[config.mk]
export PLATFORM = sky130hd
export DESIGN_NAME = ascii_hex_can_frame_parser_unit
export DESIGN_NICKNAME = d
export VERILOG_FILES = /design/src/rtl/ahcfp_pkg.sv /design/src/rtl/ascii_hex_can_frame_parser_unit.sv /design/src/rtl/ahcfp_parser.sv /design/src/rtl/ahcfp_out_buf.sv
export VERILOG_INCLUDE_DIRS = /design/src /design/src/rtl
export SDC_FILE = /design/constraint.sdc
export NUM_CORES = 1
export LEC_CHECK = 0
export BUFFER_PORTS_ARGS = -buffer_cell sky130_fd_sc_hd__buf_2
export CAP_MARGIN = 25
export CORE_MARGIN = 2
export CORE_UTILIZATION = 49
export CTS_CLUSTER_SIZE = 30
export DETAILED_ROUTE_END_ITERATION = 8
export GPL_TIMING_DRIVEN = 0
export PLACE_DENSITY_LB_ADDON = 0.1
export SLEW_MARGIN = 20
export SYNTH_ARGS = -nofsm -noshare
export SYNTH_HDL_FRONTEND = slang
export SYNTH_HIERARCHICAL = 1
export SYNTH_SLANG_ARGS = --single-unit
export TNS_END_PERCENT = 1
[constraint.sdc]
create_clock -name clk -period 15.7 [get_ports clk]
set_input_delay 3.14 -clock clk [delete_from_list [all_inputs] [get_ports clk]]
set_output_delay 3.14 -clock clk [all_outputs]
set_load 0.02 [all_outputs]
[src/rtl/ascii_hex_can_frame_parser_unit_defines.svh]
// Assertion macros shared by the frame parser RTL.
`ifndef ASCII_HEX_CAN_FRAME_PARSER_UNIT_DEFINES_SVH
`define ASCII_HEX_CAN_FRAME_PARSER_UNIT_DEFINES_SVH

`ifndef NO_ASSERTIONS
// Checked while out of reset.
`define AHCFP_ASSERT(lbl, prop, msg) \
	lbl: assert property (@(posedge clk) disable iff (!arst_n) (prop)) else $error(msg);
// Checked at every edge, reset included.
`define AHCFP_ASSERT_ALWAYS(lbl, prop, msg) \
	lbl: assert property (@(posedge clk) (prop)) else $error(msg);
`else
`define AHCFP_ASSERT(lbl, prop, msg)
`define AHCFP_ASSERT_ALWAYS(lbl, prop, msg)
`endif

`endif

[src/rtl/ahcfp_pkg.sv]
// Types, character codes and helpers for the ASCII hex CAN frame parser.
`default_nettype none
package ahcfp_pkg;

	localparam int unsigned MAX_BYTES     = 8;
	localparam int unsigned PAYLOAD_BYTES = 8;
	localparam int unsigned ID_W          = 32;
	localparam int unsigned IDX_CNT_W     = 4;

	localparam logic [ID_W-1:0] RESET_ID = 32'h0000_0050;

	localparam logic [7:0] CH_S     = 8'h53;
	localparam logic [7:0] CH_E     = 8'h45;
	localparam logic [7:0] CH_0     = 8'h30;
	localparam logic [7:0] CH_9     = 8'h39;
	localparam logic [7:0] CH_A     = 8'h41;
	localparam logic [7:0] CH_SPACE = 8'h20;
	localparam logic [7:0] CH_CR    = 8'h0d;
	localparam logic [7:0] CH_LF    = 8'h0a;
	localparam logic [7:0] HEX_A_VAL = 8'd10;

	typedef struct packed {
		logic [ID_W-1:0]                frame_id;
		logic                           is_extended;
		logic [MAX_BYTES-1:0][7:0]      data;
	} result_t;

	// Full 8-bit value, not clamped to a single hex digit.
	function automatic logic [7:0] digit_value(input logic [7:0] c);
		logic [7:0] v;
		if (c inside {[CH_0:CH_9]}) begin
			v = c - CH_0;
		end else begin
			v = c - CH_A + HEX_A_VAL;
		end
		return v;
	endfunction

endpackage
`default_nettype wire

[src/rtl/ascii_hex_can_frame_parser_unit.sv]
// Top level of the ASCII hex CAN frame parser.
// Takes one character per beat and can accept a beat every clock cycle. A frame
// ('S' or 'E', hex id, space, eight space/CR/LF separated hex bytes) is registered
// from the beat carrying its final separator. The output side is a result register
// backed by a one-entry skid stage; in_ready drops only while the skid stage holds
// a result that the downstream side has not yet taken.
`default_nettype none
module ascii_hex_can_frame_parser_unit #(
	parameter int unsigned PAYLOAD_BYTES = ahcfp_pkg::PAYLOAD_BYTES
) (
	input  wire logic        clk,
	input  wire logic        arst_n,
	input  wire logic        in_valid,
	output logic             in_ready,
	input  wire logic [7:0]  char_in,
	output logic             out_valid,
	input  wire logic        out_ready,
	output logic [31:0]      frame_id,
	output logic             is_extended,
	output logic [7:0]       byte_0,
	output logic [7:0]       byte_1,
	output logic [7:0]       byte_2,
	output logic [7:0]       byte_3,
	output logic [7:0]       byte_4,
	output logic [7:0]       byte_5,
	output logic [7:0]       byte_6,
	output logic [7:0]       byte_7
);
	import ahcfp_pkg::*;

	logic    accept;
	logic    emit;
	result_t res;
	result_t out_res;

	assign accept = in_valid && in_ready;

	ahcfp_parser #(
		.PAYLOAD_BYTES (PAYLOAD_BYTES)
	) u_parser (
		.clk     (clk),
		.arst_n  (arst_n),
		.accept  (accept),
		.char_in (char_in),
		.emit    (emit),
		.result  (res)
	);

	ahcfp_out_buf u_out_buf (
		.clk        (clk),
		.arst_n     (arst_n),
		.push       (accept && emit),
		.push_data  (res),
		.can_accept (in_ready),
		.out_valid  (out_valid),
		.out_ready  (out_ready),
		.out_data   (out_res)
	);

	assign frame_id    = out_res.frame_id;
	assign is_extended = out_res.is_extended;
	assign byte_0      = out_res.data[0];
	assign byte_1      = out_res.data[1];
	assign byte_2      = out_res.data[2];
	assign byte_3      = out_res.data[3];
	assign byte_4      = out_res.data[4];
	assign byte_5      = out_res.data[5];
	assign byte_6      = out_res.data[6];
	assign byte_7      = out_res.data[7];

endmodule
`default_nettype wire

[src/rtl/ahcfp_parser.sv]
// Per-character parse state: identifier, flags, byte index and payload bytes.
`default_nettype none
`include "ascii_hex_can_frame_parser_unit_defines.svh"
module ahcfp_parser #(
	parameter int unsigned PAYLOAD_BYTES = 8
) (
	input  wire logic               clk,
	input  wire logic               arst_n,
	input  wire logic               accept,
	input  wire logic [7:0]         char_in,
	output logic                    emit,
	output ahcfp_pkg::result_t      result
);
	import ahcfp_pkg::*;

	localparam int unsigned IDX_W = (PAYLOAD_BYTES > 1) ? $clog2(PAYLOAD_BYTES) : 1;

	logic [ID_W-1:0]      id_q;
	logic                 ext_q;
	logic                 id_done_q;
	logic [IDX_CNT_W-1:0] byte_index_q;
	logic [7:0]           store_q [PAYLOAD_BYTES];

	logic                 is_start;
	logic                 is_sep;
	logic [7:0]           dv;
	logic [IDX_CNT_W-1:0] idx_nxt;
	logic                 last_byte;
	logic [IDX_W-1:0]     cur_idx;
	logic [IDX_W-1:0]     nxt_idx;

	assign is_start  = (char_in == CH_S) || (char_in == CH_E);
	assign is_sep    = (char_in == CH_SPACE) || (char_in == CH_CR) || (char_in == CH_LF);
	assign dv        = digit_value(char_in);
	assign idx_nxt   = byte_index_q + IDX_CNT_W'(1);
	assign last_byte = idx_nxt >= IDX_CNT_W'(PAYLOAD_BYTES);
	// byte_index stays below PAYLOAD_BYTES, so the low bits address the store
	assign cur_idx   = byte_index_q[IDX_W-1:0];
	assign nxt_idx   = idx_nxt[IDX_W-1:0];

	assign emit = !is_start && id_done_q && is_sep && last_byte;

	always_ff @(posedge clk or negedge arst_n) begin
		if (!arst_n) begin
			id_q         <= RESET_ID;
			ext_q        <= 1'b0;
			id_done_q    <= 1'b0;
			byte_index_q <= '0;
		end else if (accept) begin
			if (is_start) begin
				ext_q        <= (char_in == CH_E);
				byte_index_q <= '0;
				id_q         <= '0;
				id_done_q    <= 1'b0;
			end else if (!id_done_q) begin
				if (char_in == CH_SPACE) begin
					id_done_q <= 1'b1;
				end else begin
					id_q <= {id_q[ID_W-5:0], 4'h0} | {{(ID_W-8){1'b0}}, dv};
				end
			end else if (is_sep) begin
				if (last_byte) begin
					id_q         <= RESET_ID;
					ext_q        <= 1'b0;
					id_done_q    <= 1'b0;
					byte_index_q <= '0;
				end else begin
					byte_index_q <= idx_nxt;
				end
			end
		end
	end

	// payload bytes need no reset: each is cleared before it is shifted into
	always_ff @(posedge clk) begin
		if (accept && !is_start) begin
			if (!id_done_q) begin
				if (char_in == CH_SPACE) begin
					store_q[cur_idx] <= 8'h00;
				end
			end else if (is_sep) begin
				if (!last_byte) begin
					store_q[nxt_idx] <= 8'h00;
				end
			end else begin
				store_q[cur_idx] <= {store_q[cur_idx][3:0], 4'h0} | dv;
			end
		end
	end

	assign result.frame_id    = id_q;
	assign result.is_extended = ext_q;

	for (genvar k = 0; k < MAX_BYTES; k++) begin : g_out
		if (k < PAYLOAD_BYTES) begin : g_live
			assign result.data[k] = store_q[k];
		end else begin : g_zero
			assign result.data[k] = 8'h00;
		end
	end

	`AHCFP_ASSERT(a_idx_range, byte_index_q < IDX_CNT_W'(PAYLOAD_BYTES), "byte index out of range")
	`AHCFP_ASSERT(a_emit_after_id, emit |-> id_done_q, "frame emitted before id ended")
	`AHCFP_ASSERT(a_emit_clears, (accept && emit) |=> (id_q == RESET_ID && byte_index_q == '0 && !id_done_q && !ext_q), "state not cleared after frame")

endmodule
`default_nettype wire

[src/rtl/ahcfp_out_buf.sv]
// Result register and skid stage; input flows during a stall until skid is full.
`default_nettype none
`include "ascii_hex_can_frame_parser_unit_defines.svh"
module ahcfp_out_buf (
	input  wire logic               clk,
	input  wire logic               arst_n,
	input  wire logic               push,
	input  wire ahcfp_pkg::result_t push_data,
	output logic                    can_accept,
	output logic                    out_valid,
	input  wire logic               out_ready,
	output ahcfp_pkg::result_t      out_data
);
	import ahcfp_pkg::*;

	logic    main_v_q;
	logic    skid_v_q;
	result_t main_q;
	result_t skid_q;

	assign can_accept = !skid_v_q;
	assign out_valid  = main_v_q;
	assign out_data   = main_q;

	always_ff @(posedge clk or negedge arst_n) begin
		if (!arst_n) begin
			main_v_q <= 1'b0;
			skid_v_q <= 1'b0;
		end else if (!main_v_q || out_ready) begin
			if (skid_v_q) begin
				main_v_q <= 1'b1;
				skid_v_q <= 1'b0;
			end else begin
				main_v_q <= push;
			end
		end else if (push) begin
			skid_v_q <= 1'b1;
		end
	end

	always_ff @(posedge clk) begin
		if (!main_v_q || out_ready) begin
			main_q <= skid_v_q ? skid_q : push_data;
		end else if (push) begin
			skid_q <= push_data;
		end
	end

	`AHCFP_ASSERT_ALWAYS(a_skid_needs_main, skid_v_q |-> main_v_q, "skid holds a beat while main is empty")
	`AHCFP_ASSERT(a_stall_to_skid, (main_v_q && !out_ready && push) |=> skid_v_q, "stalled beat lost")
	`AHCFP_ASSERT(a_skid_drain, (skid_v_q && out_ready) |=> (main_v_q && !skid_v_q), "skid beat not moved to main")

endmodule
`default_nettype wire
==> reports/metrics.yaml, run 1 <==
async_reset_ff_share_pct: 13.4
reg2reg_depth: 10
fin_worst_skew_ns: 0.0220
r2r_slack_ns: 12.52
powerDensity_nw_per_um2: 126
start_kind: "input pin"
hold_violations: 0
num_rows: 56
setup_violations: 0
hp-class: "reg2reg"
portBuffers: 110
synth_edf_count: 258
critPathMaxFanout: 23
clk_latency_ns: 0.55
synth_area_um2: 11500
status: "finished, final reports clean"
avgSynthCellArea_um2: 19.0
start_util_pct: 49.4
maxCapViolCount: 0
crit_top_cell: "buf_16"
startpoint: "char_in[1]"
vias: 5876
gp_congestion: 0.821
post_drt_wl_per_cell_um: 19.7
cts_root_buf: "clkbuf_16"
slew_viol_final: 0
fin_util_pct: 58.7
drtAntennaViolNets: 0
viasPerCell: 5.35
antenna_found_initial: 1
layout-area-overhead-vs-synth_pct: 18.9
cts_tree: "yes"
relSlewSlack_pct: 32.7
drtIter0Drc: 409
ir_drop_v: 0.0000745
clock_path_buffers: 3
reg2reg_to: "u_parser/store_q[3][7]"
wl_um: 21600
design.die.area_um2: 24700
yosys_warnings: 6
criticalPathCategory: "in2reg"
yosys.area.top_type_share_pct: 67.4
hold_depth: 0
synth-seq-cells: 298
synth_seq_area_share_pct: 76.2
drive_gt1_share_pct: 40.2
p_leak_nw: 5.08
first_global_vias: 5827
cts_sinks: 298
die_width_um: 157
post_cts_resized: 0
yosysTopAreaCell: "edfxtp_1"
min_to: "u_out_buf/skid_q[61]"
core_area_um2: 23300
critPathMaxStageDelay_ns: 0.51
crit_slowest_cell: "nor2_4"
synthTopCellsByArea: "edfxtp_1, mux2_2, dfrtp_1, a22o_1, mux4_2"
path_clk_slew_ns: 0.06
synth_cells: 605
arrival_ns: 5.96
cts_setup_buffers: 0
worst_pin_slew_ns: 1.01
synthFlopType: "edfxtp_1"
dp_hpwl_um: 14300
final_nets: 777
end_kind: "register"
fmax_mhz: 175
cts_buffers: 30
rsz0062_at_grt: "false"
grt_max_degree: 57
track_usage_pct: 17.8
critPathRequiredTime_ns: 15.95
tns_ns: 0
synth_cell_types: 54
min_period_ns: 5.70
r2r-start: "u_out_buf/skid_v_q"
ios: 111
final.period_utilization_pct: 36.3
drcViolationCount: 0
antenna_cells: 0
overflow: 0
synth_fp_nets: 627
hold_buffers: 0
htree_levels: 1
worstPathCellList: "buf_2, inv_1, ha_1, mux2_2, nand4_1, a211oi_2, and3_1, inv_1, nor2_4, buf_16, buf_16, buf_16"
hold_start: "u_parser/store_q[7][5]"
grt_first_pass_wirelength_um: 33700
dr.pass1.iters: 4
die_y_um: 157
## final cells by class
cell class	instances	area, µm²
Buffer	26	173
Clock buffer	40	828
Clock inverter	16	173
Fill cell	1832	9610
Inverter	10	37.5
Multi-Input combinational cell	271	2570
Sequential cell	298	8750
Tap cell	319	399
Timing Repair Buffer	118	723
## per-stage QoR
stage               hold slack [ns]  worst slack [ns]  cell area [µm²]  power, mW  cells
floorplan                     0.422              5.39            11500      0.990    605
global placement              0.432             0.669            12400       1.02   1034
detailed placement            0.436              9.40            12600       1.03   1040
CTS                           0.445              9.98            13600       1.74   1096
global route                  0.453              9.79            13700       1.78   1098
finish                        0.442              10.0            13700       1.72   1098
## report_power, final
| group | internal, mW | leakage (nW) | total (mW) | switching (mW) |
|---|---|---|---|---|
| logic | 0.0438 | 1.55 | 0.100 | 0.0562 |
| clock network | 0.420 | 0.483 | 0.712 | 0.291 |
| registers | 0.892 | 3.05 | 0.911 | 0.0190 |
## registers in the layout (all words and copies together), names as in the netlist
name / count
u_parser/id_q: 32
u_out_buf/out_data: 97
u_out_buf/skid_q: 97
u_parser/id_done_q: 1
u_out_buf/out_valid: 1
u_out_buf/skid_v_q: 1
u_parser/store_q: 64
u_parser/byte_index_q: 4
u_parser/ext_q: 1
## how the worst max path moves through the flow
| stage | slack, ns | depth (start not counted) | endpoint |
|---|---|---|---|
| 2_1_floorplan | 5.39 | 2 | u_out_buf/skid_q[0] |
| 5_1_grt | 9.79 | 12 | u_out_buf/skid_q[30] |
| 3_3_place_gp | 0.67 | 3 | u_out_buf/skid_q[54] |
| 6_report | 10.0 | 12 | u_out_buf/skid_q[31] |
| 3_5_place_dp | 9.40 | 12 | u_out_buf/skid_q[44] |
| 4_1_cts | 9.98 | 12 | u_out_buf/skid_q[30] |
## critical path: cells and delay by family
| kind | cells | cell delay (ns) |
|---|---|---|
| buffers and inverters | 6 | 0.94 |
| muxes | 1 | 0.18 |
| AOI/OAI and AO/OA | 1 | 0.49 |
| adders and majority gates | 1 | 0.21 |
| and+or+nand+nor | 3 | 0.97 |
## metal layers
| layer | global-route usage [%] | up-vias | share of wire, % |
|---|---|---|---|
| met4 | 4.85 | 0 | 1.9 |
| li1 | - | 2701 | - |
| met1 | 26.8 | 2956 | 47 |
| met3 | 2.62 | 32 | 5.4 |
| met2 | 27.5 | 187 | 46 |
| met5 | 0 | - | 0 |
## cells in the final DEF, fill, tap and decap left out, drive strengths merged, types with 2 or more instances in the layout
cell / count
clkbuf: 43
nand2: 9
or4: 2
nand4: 5
nand3: 3
nor2b: 5
o211ai: 4
and3: 3
and2: 3
o21a: 2
nand2b: 2
bufinv: 3
a21oi: 16
edfxtp: 258
mux2: 100
inv: 11
a211oi: 8
clkinv: 10
dfrtp: 38
mux2i: 4
ha: 10
clkinvlp: 2
xnor2: 6
dfstp: 2
o2bb2ai: 6
and4: 2
xor2: 2
mux4: 8
buf: 141
o21ai: 11
nor2: 17
nor3b: 3
a22o: 26
nor3: 2
## cell usage after synthesis, types with 3 or more instances
library cell / n
and2_1: 3
nor2b_1: 5
a21oi_1: 16
ha_1: 10
xnor2_1: 6
buf_4: 3
buf_6: 6
nand2_1: 8
a22o_1: 26
o21ai_0: 10
buf_2: 15
inv_1: 10
edfxtp_1: 258
nand4_1: 5
o2bb2ai_1: 6
mux2i_1: 4
nor2_1: 15
mux4_2: 8
mux2_4: 8
mux2_2: 91
dfrtp_1: 38
a211oi_1: 7
and3_1: 3
o211ai_1: 3
## cell families after synthesis
group / after synthesis / share of synthesized area (%)
compound gates: 83 / 5.50
xor+xnor: 8 / 0.610
fa+ha+maj: 10 / 1.09
buf+inv: 36 / 1.83
flops: 298 / 76.2
mux: 112 / 12.0
simple gates: 58 / 2.83
(Power assumes the default switching activity.)
==> run 2, diff against run 1 <==
clock period = 6 ns   (was 15.7 ns; I/O delays follow)
==> run 2 against run 1 <==
  * Worst setup slack lost 7.7 ns
  * Wire length grew 0.32%
  * Sequential share of layout area grew 0.48 points
  * Largest cell class unchanged
  * Via count shrank 1.1%
  * Hold slack gained 0.0038 ns
  * Non-clock buffer count is the same
  * First-iteration DRC count shrank 3.7%
  * Register-to-register slack lost 9.7 ns
==> reports/metrics.yaml, run 2 (synthesis results as in run 1) <==
worstPathCellList: "buf_2, inv_1, ha_1, mux2_2, nand4_1, a211oi_2, and3_1, inv_1, nor2_4, buf_16, buf_16, buf_16"  # unchanged
hold_start: "u_parser/store_q[5][6]"  # was u_parser/store_q[7][5]
dp_hpwl_um: 14300  # about the same
min_period_ns: 3.70
post_cts_resized: 0  # unchanged
ir_drop_v: 0.000164  # was 0.0000745 V
reg2reg_to: "u_parser/store_q[1][7]"  # was u_parser/store_q[3][7]
vias: 5812  # was 5,876
portBuffers: 110  # unchanged
setup_violations: 0  # unchanged
die_width_um: 157  # unchanged
dr.pass1.iters: 5  # was 4
crit_slowest_cell: "a211oi_2"  # was nor2_4
mostFrequentLayoutCells: "edfxtp_1, buf_2, mux2_2, dfrtp_1, clkbuf_16"  # unchanged
hold_depth: 0  # unchanged
path_clk_slew_ns: 0.06  # about the same
critPathTopFamily: "buffers and inverters"  # was simple AND/OR/NAND/NOR gates
powerDensity_nw_per_um2: 322  # was 126 nW/µm²
drive_gt1_share_pct: 40.1  # was 40.2%
clock_path_buffers: 3  # unchanged
die_y_um: 157  # unchanged
maxCapViolCount: 0  # unchanged
num_rows: 56  # unchanged
viasPerCell: 5.31  # was 5.35
grt_max_degree: 57  # unchanged
hold_buffers: 0  # unchanged
fin_cells: 1095  # was 1,098
grt_first_pass_wirelength_um: 33500  # was 33,700 µm
start_kind: "input pin"  # unchanged
r2r_slack_ns: 2.79  # was 12.52 ns
end_kind: "register"  # unchanged
fmax_mhz: 271
htree_levels: 1  # unchanged
final_cell_area_um2: 13600  # was 13,700 µm²
critPathMaxFanout: 23  # unchanged
overflow: 0  # unchanged
final_nets: 776  # was 777
place_inst: 1040  # unchanged
r2r-start: "u_out_buf/skid_v_q"  # unchanged
worst_pin_slew_ns: 0.980  # was 1.01 ns
cts_buffers: 29  # was 30
min_to: "u_out_buf/skid_q[46]"  # was u_out_buf/skid_q[61]
drtAntennaViolNets: 0  # unchanged
cts_root_buf: "clkbuf_16"  # unchanged
final.period_utilization_pct: 61.6
first_global_vias: 5821  # was 5,827
wl_um: 21700  # was 21,600 µm
ios: 111  # unchanged
core_area_um2: 23300  # unchanged
cts_tree: "yes"  # unchanged
critPathRequiredTime_ns: 6.24  # was 15.95 ns
status: "finished, final reports clean"  # unchanged
clk_latency_ns: 0.54  # was 0.55 ns
crit_top_cell: "buf_16"  # unchanged
crit_buf_inv: 6  # unchanged
drtIter0Drc: 394  # was 409
p_leak_nw: 5.04  # was 5.08 nW
reg2reg_depth: 10  # unchanged
design.die.area_um2: 24700  # unchanged
antenna_found_initial: 0  # was 1
drcViolationCount: 0  # unchanged
antenna_cells: 0  # unchanged
criticalPathCategory: "in2reg"  # unchanged
relSlewSlack_pct: 34.7  # was 32.7%
postPlaceCellArea_um2: 12600  # unchanged
hp-class: "reg2reg"  # unchanged
cts_setup_buffers: 0  # unchanged
fin_worst_skew_ns: 0.0230  # was 0.0220 ns
track_usage_pct: 17.8  # about the same
arrival_ns: 3.94  # was 5.96 ns
hold_violations: 0  # unchanged
rsz0062_at_grt: "false"  # unchanged
critPathMaxStageDelay_ns: 0.49  # was 0.51 ns
layout_commonest_cell: "edfxtp_1"  # unchanged
start_util_pct: 49.4  # unchanged
post_drt_wl_per_cell_um: 19.8  # was 19.7 µm
cts_sinks: 298  # unchanged
slew_viol_final: 0  # unchanged
gp_congestion: 0.818  # was 0.821
layout-area-overhead-vs-synth_pct: 18.0  # was 18.9%
-- run 2: per-stage QoR --
stage / setup WS, ns / TNS (ns) / hold slack [ns] / power [mW] / utilization (%)
2_1_floorplan: 0.618 / 0 / 0.422 / 2.59 / -
3_3_place_gp: -1.03 / -99.13 / 0.431 / 2.68 / 53.5
3_5_place_dp: 1.72 / 0 / 0.432 / 2.69 / 54.3
4_1_cts: 2.29 / 0 / 0.449 / 4.40 / 58.2
5_1_grt: 2.14 / 0 / 0.464 / 4.51 / 58.3
6_report: 2.30 / 0 / 0.445 / 4.36 / 58.3
-- run 2: metal layers --
layer | GRT usage (%) | share of wire (%)
met1 | 26.5 | 47
met2 | 27.6 | 46
met3 | 2.70 | 5.1
met4 | 5.02 | 1.9
met5 | 0 | 0
-- run 2: how the worst max path moves through the flow --
stage,startpoint,end,slack [ns],cells after the start
6_report,char_in[1],u_out_buf/skid_q[41],2.30,12
5_1_grt,char_in[1],u_out_buf/skid_q[41],2.14,12
4_1_cts,char_in[4],u_parser/store_q[4][6],2.29,9
3_5_place_dp,char_in[4],u_parser/store_q[3][6],1.72,9
3_3_place_gp,char_in[1],u_out_buf/skid_q[54],-1.03,9
2_1_floorplan,char_in[1],u_out_buf/skid_q[0],0.62,8
-- run 2: power breakdown --
part	internal, mW	switching, mW
clock network	0.978	0.735
logic	0.114	0.146
registers	2.34	0.0500
total	3.43	0.931
-- run 2: area by class of cell --
| cell class | instances | area (µm²) |
|---|---|---|
| Multi-Input combinational cell | 271 | 2570 |
| Tap cell | 319 | 399 |
| Buffer | 26 | 173 |
| Timing Repair Buffer | 118 | 721 |
| Inverter | 10 | 37.5 |
| Fill cell | 1850 | 9710 |
| Clock buffer | 39 | 803 |
| Sequential cell | 298 | 8750 |
| Clock inverter | 14 | 98.8 |
-- run 2: worst reg2reg max path, cell delays in order, from the launching register on --
cell and delay (ns):
dfrtp_1 0.37, buf_6 0.15, buf_6 0.15, buf_6 0.16
inv_1 0.11, and2_1 0.13, buf_2 0.21, and2_1 0.15
buf_2 0.18, nand4_1 0.37, a21oi_1 0.90
